<file path="config.mk">
export PLATFORM = sky130hd
export DESIGN_NAME = lru_key_value_cache_unit
export DESIGN_NICKNAME = d
export VERILOG_FILES = /design/src/sv/lkvc_pkg.sv /design/src/sv/lru_key_value_cache_unit.sv
export SDC_FILE = /design/constraint.sdc
export NUM_CORES = 2
export LEC_CHECK = 0
export ABC_AREA = 1
export BUFFER_PORTS_ARGS = -buffer_cell sky130_fd_sc_hd__buf_2
export CAP_MARGIN = 20
export CORE_MARGIN = 2
export CORE_UTILIZATION = 35
export CTS_BUF_LIST = sky130_fd_sc_hd__clkbuf_16
export DETAILED_ROUTE_END_ITERATION = 8
export SLEW_MARGIN = 0
export SYNTH_ARGS = -nofsm -noshare
export SYNTH_HDL_FRONTEND = slang
export SYNTH_SLANG_ARGS = --single-unit
</file>
<file path="constraint.sdc">
create_clock -name clk -period 6.7 [get_ports clk]
set_input_delay 1.34 -clock clk [delete_from_list [all_inputs] [get_ports clk]]
set_output_delay 1.34 -clock clk [all_outputs]
set_load 0.05 [all_outputs]
</file>
<file path="src/sv/lkvc_pkg.sv">
// Package with the shared types and constants of the LRU key-value cache.
package lkvc_pkg;

  typedef enum logic [3:0] {
    ST_IDLE   = 4'b0001,
    ST_SCAN   = 4'b0010,
    ST_UPDATE = 4'b0100,
    ST_OUT    = 4'b1000
  } state_t;

  localparam logic CMD_GET = 1'b0;
  localparam logic CMD_PUT = 1'b1;

  localparam logic [31:0] MISS_VALUE = 32'hFFFF_FFFF;
  localparam logic [4:0]  CAPACITY_RESET = 5'd16;

endpackage

</file>
<file path="src/sv/lru_key_value_cache_unit.sv">
// Fully associative key-value cache with least-recently-used replacement.
//
// An operation arrives on the input channel (in_valid, in_stall) as cmd,
// lookup_key and store_value; cmd selects a get or a put. Each transfer
// produces exactly one result on the output channel (out_valid, out_stall):
// hit, read_value, evicted and evicted_key.
// A single key comparator and a single recency comparator sweep the key and
// value memories one entry per cycle behind a registered read.
// The input is stalled from the accepting edge until the result has been
// transferred, so a new operation can be taken in the cycle after it.
// If the receiver stalls, the result stays on the output unchanged.
// Reset empties the cache at once and sets the capacity register to 16.
// The capacity register is written through cfg_wr_en and capacity_in_use;
// the user must write it only while the cache is empty and idle; the block
// does not enforce it. Zero acts as one, values above ENTRIES as ENTRIES.
module lru_key_value_cache_unit #(
  parameter int ENTRIES = 16
) (
  input  logic               clk,
  input  logic               rst,
  input  logic               cfg_wr_en,
  input  logic [4:0]         capacity_in_use,
  input  logic               in_valid,
  output logic               in_stall,
  input  logic               cmd,
  input  logic signed [31:0] lookup_key,
  input  logic signed [31:0] store_value,
  output logic               out_valid,
  input  logic               out_stall,
  output logic               hit,
  output logic signed [31:0] read_value,
  output logic               evicted,
  output logic signed [31:0] evicted_key
);
  import lkvc_pkg::*;

  localparam int IW   = (ENTRIES > 1) ? $clog2(ENTRIES) : 1;
  localparam int RW   = (ENTRIES > 1) ? $clog2(ENTRIES) : 1;
  localparam int OW   = $clog2(ENTRIES + 1);
  localparam int CMPW = (OW > 5) ? OW : 5;
  localparam logic [IW-1:0]   LAST_IDX = IW'(ENTRIES - 1);
  localparam logic [CMPW-1:0] ENTRIES_C = CMPW'(ENTRIES);

  state_t state;

  logic [31:0] key_mem [ENTRIES];
  logic [31:0] val_mem [ENTRIES];
  logic [31:0] key_q;
  logic [31:0] val_q;

  logic [ENTRIES-1:0] valid;
  logic [RW-1:0]      rank [ENTRIES];
  logic [OW-1:0]      occupancy;
  logic [4:0]         capacity;

  logic        req_cmd;
  logic [31:0] req_key;
  logic [31:0] req_val;

  logic [IW-1:0] scan_idx;
  logic          issuing;
  logic [IW-1:0] cmp_idx;
  logic          cmp_vld;

  logic          found;
  logic [IW-1:0] hit_idx;
  logic [RW-1:0] hit_rank;
  logic [31:0]   hit_val;
  logic          old_found;
  logic [IW-1:0] old_idx;
  logic [RW-1:0] old_rank;
  logic [31:0]   old_key;
  logic          free_found;
  logic [IW-1:0] free_idx;

  logic [CMPW-1:0] cap_eff;
  logic            do_evict;
  logic            do_insert;
  logic [IW-1:0]   slot;
  logic            mem_we;
  logic [IW-1:0]   mem_waddr;
  logic            key_we;

  always_comb begin
    if (capacity == 5'd0) begin
      cap_eff = CMPW'(1);
    end else if (CMPW'(capacity) > ENTRIES_C) begin
      cap_eff = ENTRIES_C;
    end else begin
      cap_eff = CMPW'(capacity);
    end
    do_evict = (req_cmd == CMD_PUT) && !found && old_found &&
               (CMPW'(occupancy) >= cap_eff);
    if (do_evict) begin
      slot = (free_found && (free_idx < old_idx)) ? free_idx : old_idx;
    end else begin
      slot = free_idx;
    end
    do_insert = (req_cmd == CMD_PUT) && !found && (do_evict || free_found);
    mem_we    = (state == ST_UPDATE) && (req_cmd == CMD_PUT) && (found || do_insert);
    key_we    = (state == ST_UPDATE) && do_insert;
    mem_waddr = found ? hit_idx : slot;
  end

  always_ff @(posedge clk) begin
    key_q <= key_mem[scan_idx];
    val_q <= val_mem[scan_idx];
    if (mem_we) begin
      val_mem[mem_waddr] <= req_val;
    end
    if (key_we) begin
      key_mem[mem_waddr] <= req_key;
    end
  end

  assign in_stall  = (state != ST_IDLE);
  assign out_valid = (state == ST_OUT);

  always_ff @(posedge clk) begin
    if (rst) begin
      state     <= ST_IDLE;
      valid     <= '0;
      occupancy <= '0;
      capacity  <= CAPACITY_RESET;
      issuing   <= 1'b0;
      cmp_vld   <= 1'b0;
      for (int i = 0; i < ENTRIES; i++) begin
        rank[i] <= '0;
      end
    end else begin
      if (cfg_wr_en) begin
        capacity <= capacity_in_use;
      end
      case (state)
        ST_IDLE: begin
          if (in_valid) begin
            req_cmd    <= cmd;
            req_key    <= lookup_key;
            req_val    <= store_value;
            scan_idx   <= '0;
            issuing    <= 1'b1;
            cmp_vld    <= 1'b0;
            found      <= 1'b0;
            old_found  <= 1'b0;
            free_found <= 1'b0;
            state      <= ST_SCAN;
          end
        end
        ST_SCAN: begin
          if (issuing) begin
            if (scan_idx == LAST_IDX) begin
              issuing <= 1'b0;
            end else begin
              scan_idx <= scan_idx + 1'b1;
            end
          end
          cmp_vld <= issuing;
          cmp_idx <= scan_idx;
          if (cmp_vld) begin
            if (valid[cmp_idx] && (key_q == req_key) && !found) begin
              found    <= 1'b1;
              hit_idx  <= cmp_idx;
              hit_rank <= rank[cmp_idx];
              hit_val  <= val_q;
            end
            if (valid[cmp_idx] && (!old_found || (rank[cmp_idx] > old_rank))) begin
              old_found <= 1'b1;
              old_idx   <= cmp_idx;
              old_rank  <= rank[cmp_idx];
              old_key   <= key_q;
            end
            if (!valid[cmp_idx] && !free_found) begin
              free_found <= 1'b1;
              free_idx   <= cmp_idx;
            end
            if (cmp_idx == LAST_IDX) begin
              state <= ST_UPDATE;
            end
          end
        end
        ST_UPDATE: begin
          hit         <= found;
          evicted     <= do_evict;
          evicted_key <= do_evict ? old_key : 32'd0;
          if (req_cmd == CMD_GET) begin
            read_value <= found ? hit_val : MISS_VALUE;
          end else begin
            read_value <= 32'd0;
          end
          if (found) begin
            for (int i = 0; i < ENTRIES; i++) begin
              if (IW'(i) == hit_idx) begin
                rank[i] <= '0;
              end else if (valid[i] && (rank[i] < hit_rank)) begin
                rank[i] <= rank[i] + 1'b1;
              end
            end
          end else if (req_cmd == CMD_PUT) begin
            for (int i = 0; i < ENTRIES; i++) begin
              if (do_insert && (IW'(i) == slot)) begin
                valid[i] <= 1'b1;
                rank[i]  <= '0;
              end else if (do_evict && (IW'(i) == old_idx)) begin
                valid[i] <= 1'b0;
                rank[i]  <= '0;
              end else if (do_insert && valid[i]) begin
                rank[i] <= rank[i] + 1'b1;
              end
            end
            if (do_insert && !do_evict) begin
              occupancy <= occupancy + 1'b1;
            end else if (!do_insert && do_evict) begin
              occupancy <= occupancy - 1'b1;
            end
          end
          state <= ST_OUT;
        end
        ST_OUT: begin
          if (!out_stall) begin
            state <= ST_IDLE;
          end
        end
        default: begin
          state <= ST_IDLE;
        end
      endcase
    end
  end

endmodule
</file>
-- Yosys cells after proc, flatten, opt, wreduce, memory -nomap -nowiden
Memories as Yosys holds them, arrays and structs flattened. A register that Yosys moved wholly into a read port is not among the register bits.
Index checks and enable logic that the tools add are counted.
- magnitude comparators: 21
- add/subtract/negate cells: 19
- reduce and logical (&&, ||, !) cells: 138
- bitwise gates (word level): 82
- eq/ne operators: 62
- multiplexer cells: 665
- operators with widths (cell ; number):
    $mux 1 ; 561
    $mux 4 ; 91
    $eq 4x4->1 const A ; 24
    $reduce_and 4->1 ; 21
    $or 1x1->1 ; 80
    $logic_and 1x1->1 ; 78
    $add 4x1->4 const B ; 17
    $lt 4x4->1 ; 17
    $eq 3x4->1 const A ; 12
    $reduce_bool 2->1 ; 18
    $eq 32x32->1 ; 1
    $mux 32 ; 1
    $eq 2x4->1 const A ; 6
    $mux 5 ; 4
    $reduce_and 5->1 ; 4
    $ne 2x2->1 const B ; 9
    $pmux 4 s4 ; 1
    $eq 1x4->1 const A ; 3
    $eq 4x4->1 const B ; 3
    $logic_not 4->1 ; 3
    $pmux 1 s2 ; 5
    $pmux 4 s2 ; 1
    $logic_not 1->1 ; 6
    $reduce_and 2->1 ; 3
    15 further kinds ; 18
- flip-flop bits (word level): 258
- memories kept: 3
- output and inout bits: 68
- word-level logic and storage cells: 1030
- bits in writable memories: 1088
- memories (memory ; words ; width ; read ports ; clocked after memory_dff ; write ports ; line ; RTL):
    key_mem ; 16 ; 32 ; 1 ; 1 ; 1 ; lru_key_value_cache_unit.sv:46 ; logic [31:0] key_mem [ENTRIES];
    val_mem ; 16 ; 32 ; 1 ; 1 ; 1 ; lru_key_value_cache_unit.sv:47 ; logic [31:0] val_mem [ENTRIES];
    rank ; 16 ; 4 ; 17 ; 1 ; 16 ; lru_key_value_cache_unit.sv:52 ; logic [RW-1:0] rank [ENTRIES];

-- Depth between registers and ports, before layout
- depth after elaboration: 17
- mapped depth: 20
- depth with buffers taken out: 20

-- Worst setup path before layout
OpenSTA, ideal clock, no wires.
- path type: input-to-reg
- start point: in rst
- end point: mem rank[6][0] (netlist bit) (enable)
- buffers on the path: 1
- path slack: 0.970 ns
- required time: 6.387 ns
- cell stages on the path: 6
- arrival time: 5.418 ns
- path through: clkbuf_1 nor2_1 inv_1 nand3_1 nand2_1 nand3_1
- RTL lines (item ; line ; RTL):
    start, declared ; lru_key_value_cache_unit.sv:20 ; input logic rst,
    end, declared ; lru_key_value_cache_unit.sv:52 ;

-- Final worst setup path
- start point: reg capacity[0]
- end point: mem key_mem[13][28] (enable)
- longest elaborated chain between the ends: 10
- elaborated cells between the ends (all ways): 13
- those cells by class: order compare (2); mux (6); reduce/logical (5)
- RTL lines (item ; line ; RTL):
    start, declared ; lru_key_value_cache_unit.sv:54 ; logic [4:0] capacity;
    start signal, assigned ; lru_key_value_cache_unit.sv:132 ; capacity <= capacity_in_use;
    $gt 5x5->1 ; lru_key_value_cache_unit.sv:87 ; end else if (CMPW'(capacity) > ENTRIES_C) begin
    $mux 5 ; lru_key_value_cache_unit.sv:87 ;
    $mux 5 (*) ; lru_key_value_cache_unit.sv:85 ; if (capacity == 5'd0) begin
    $ge 5x5->1 (*) ; lru_key_value_cache_unit.sv:93 ; (CMPW'(occupancy) >= cap_eff);
    $logic_and 1x1->1 (*) ; lru_key_value_cache_unit.sv:92 ; do_evict = (req_cmd == CMD_PUT) && !found && old_found &&
    $logic_or 1x1->1 ; lru_key_value_cache_unit.sv:99 ; do_insert = (req_cmd == CMD_PUT) && !found && (do_evict || free_found);
    $logic_and 1x1->1 ; lru_key_value_cache_unit.sv:99 ;
    $logic_and 1x1->1 ; lru_key_value_cache_unit.sv:101 ; key_we = (state == ST_UPDATE) && do_insert;
    $mux 1 ; lru_key_value_cache_unit.sv:111 ; if (key_we) begin
    $mux 1 (not written as such) ; lru_key_value_cache_unit.sv:112 ; key_mem[mem_waddr] <= req_key;
    end, declared ; lru_key_value_cache_unit.sv:46 ;
Mark *: on every way between the ends. The rest lies on a longest branch, timed or not.

==> impl_metrics.toml <==
[outcome]
outcome = "completed"

[timing]
finalHoldViolations = 0
holdWs_ns = 0.3900
slew_viol_final = 0
fmax_mhz = 209.2
rsz0062_at_grt = "false"
finalCritPeriodShare_pct = 71.34
setup_tns_ns = 0
setup_viol = 0
relSlewSlack_pct = 24.85
min_period_ns = 4.780
worst_pin_slew_ns = 1.127
skew_ns = 0.04135

[floorplanning]
initial_core_util_pct = 35.10
num_rows = 148
ios = 143
die_w_um = 407.3
die_area_um2 = 165900
fp.dieH_um = 407.3
core_um2 = 162200

[worst_setup_path]
path_class = "reg2reg"
r2r-start = "capacity[0]"
cp.required_ns = 7.18
cp_max_fo = 35
cp-start-kind = "register"
critPathLaunch = "capacity[0]"
worstPathArrival_ns = 5.26
end_kind = "register"

[logic_synthesis]
synthesis.instances = 4343
syn_area_um2 = 56930
synth_nets = 4500
synth_edf_count = 1314
ys_types = 59
synth.yosys.warnings = 0
synthFlopType = "edfxtp_1"
ys_seq_area_share_pct = 72.82
synth.avg_cell_area_um2 = 13.11
ys_ff_latch = 1414
synth-async-reset-ratio_pct = 0

[layout]
finalNonFillerCells = 6779
area_growth_pct = 14.74
final_cell_area_um2 = 65330
nets = 4635
layout-drive-gt1-share_pct = 11.16
antennaDiodeCount = 0

[clocking]
holdBufCountCts = 0
insertion_delay_ns = 0.79
clk_root_buffer_cell = "clkbuf_16"
htreeDepth = 4
clk_pin_slew_ns = 0.06
cts_resized = 0
cts_tree = "built"
cts_buffer_depth = 3
cts_setup_buffers = 0
clock-sinks = 1414
cts_inserted_buffers = 149

[grt]
antenna_found_initial = 6
grt_max_degree = 185
grt_overflow = 0
grt_pass1_vias = 34080
groute.usage.overall_pct = 17.39
grt_pass1_wl_um = 220400

[run]
max-cap-violations = 0

[route]
num_vias = 35370
via_per_inst = 5.217
drc = 0
finalWirelength_um = 147700
drtIter0Drc = 3426
wl_per_cell_um = 21.79
first_pass_iters = 5
drtAntennaViolNets = 0

[power]
p_clk_share_pct = 41.5
cell_internal_pwr_w = 0.01484
power_density_nw_per_um2 = 299.9
power_frac_seq_pct = 51.3
power_frac_comb_pct = 7.2
leakagePower_nw = 22.30
p_sw_share_pct = 24.24
ir_worst_vdd_v = 0.0002685
net-switching-power_w = 0.004748

[place]
dpl.hpwl_um = 86500
portBuffers = 142
gp_congestion = 0.8860
dp_cells = 6497
dpl_cell_area_um2 = 60350

[worst_hold_path]
hold_path.class = "reg2reg"
min_from = "val_q[1]"
routing by layer:
| metal | global-route usage (%) | wire (um) | part of all wire (%) | up-vias |
|---|---|---|---|---|
| met3 | 3.120 | 9222 | 6.2 | 249 |
| met4 | 5.211 | 3960 | 2.7 | 6 |
| li1 | - | - | - | 16240 |
| met1 | 24.35 | 65750 | 45 | 17700 |
| met5 | 0 | 37 | 0.025 | - |
| met2 | 27.60 | 68770 | 47 | 1170 |
state kept, by name, summed over array words and instances, names as in the netlist, 5 cells and up, named ones only:
signal / flops
val_mem: 512
key_q: 32
key_mem: 512
req_val: 32
capacity: 5
evicted_key: 32
hit_val: 32
read_value: 32
rank: 64
old_key: 32
val_q: 32
occupancy: 5
valid: 16
req_key: 32
layout by cell type, fill, tap and decap left out, types with 8 or more instances in the layout:
| cell type | count |
|---|---|
| edfxtp_1 | 1314 |
| nor2_1 | 818 |
| o21ai_0 | 337 |
| nand2_1 | 332 |
| inv_1 | 237 |
| nand3_1 | 186 |
| o32ai_1 | 162 |
| clkbuf_16 | 151 |
| buf_2 | 142 |
| mux2i_1 | 112 |
| o221ai_1 | 102 |
| dfxtp_1 | 99 |
| a21oi_1 | 84 |
| ha_1 | 81 |
| buf_4 | 59 |
| o211ai_1 | 43 |
| nor2_4 | 38 |
| clkinv_1 | 33 |
| xnor2_1 | 29 |
| nor3_1 | 27 |
| xor2_1 | 22 |
| clkinv_2 | 19 |
| o21a_1 | 17 |
| nor2_2 | 15 |
| inv_2 | 13 |
| bufinv_16 | 11 |
| buf_12 | 10 |
| nand2_2 | 8 |
| o22ai_1 | 8 |
stage by stage:
step	power [W]	worst slack, ns	util [%]
floorplan	0.01109	0.9697	-
global placement	0.01164	1.816	37.16
detailed placement	0.01165	1.798	37.20
CTS	0.01976	1.789	40.20
global route	0.02024	1.560	40.27
finish	0.01959	1.920	40.27
layout make-up:
class,instances,area [um2]
sequential,1414,41460
fill,15100,96890
clock inverter,126,1080
tap,2175,2721
multi-input combinational,2491,14080
timing repair buffer,213,1409
inverter,209,797.0
clock buffer,151,3779
critical path, stage by stage, from the launching register on:
cell	delay, ns
dfxtp_1	0.33
or4_1	0.55
nand2_1	0.12
nand2_1	0.06
ha_1	0.30
nand3_1	0.10
inv_1	0.06
nand3_1	0.06
nand2_1	0.21
nand2_4	0.29
o21ai_4	0.29
nand2_1	0.75
nor2_4	0.99
buf_4	0.36
path summary, 6_finish.rpt:
path	cells past startpoint	to	slack, ns
min reg2reg	0	hit_val[1]	0.39
min	0	hit_val[1]	0.39
max	13	key_mem[13][28]	1.92
max reg2reg	13	key_mem[13][28]	1.92
cell usage after synthesis, drive strengths merged (4+ instances only):
cell type  instances  area (um2)
o221ai           102       893.4
buf               35       153.9
dfxtp            100        2002
a21boi            13       101.3
o21ai            344        1752
o32ai            162        1419
xor2              22       192.7
o21a              17       127.6
ha                81        1013
a21oi             85       429.2
inv              207       779.5
o21bai             4       30.03
xnor2             29       254.0
nor3              28       151.4
o22ai              8       50.05
nand3            192       998.5
mux2i            112        1121
nor2             873        3359
edfxtp          1314       39460
o31ai              4       30.03
nand2            342        1319
nand4              6       37.54
clkbuf           194       728.2
o211ai            43       322.8
power by group through the flow:
stage	clock (W)	sequential, W	combinational, W
after floorplan	0	0.0101	0.000961
after global placement	0	0.0102	0.00139
after detailed placement	0	0.0102	0.00140
after CTS	0.00828	0.0101	0.00141
after global routing	0.00861	0.0101	0.00155
final	0.00813	0.0101	0.00140
cell families (layout without fill, tap and decap cells):
| group | count (synthesis) | in the layout | share of synthesized area, % |
|---|---|---|---|
| AOI/OAI and AO/OA | 792 | 792 | 9.210 |
| adders and majority gates | 82 | 82 | 1.815 |
| and+or+nand+nor | 1454 | 1454 | 10.47 |
| DFF | 1414 | 1414 | 72.82 |
| muxes | 112 | 112 | 1.969 |
| buffers and inverters | 438 | 699 | 2.932 |
| xor gates and xnor gates | 51 | 51 | 0.7845 |
No activity file was read; power rests on OpenSTA's default activity.
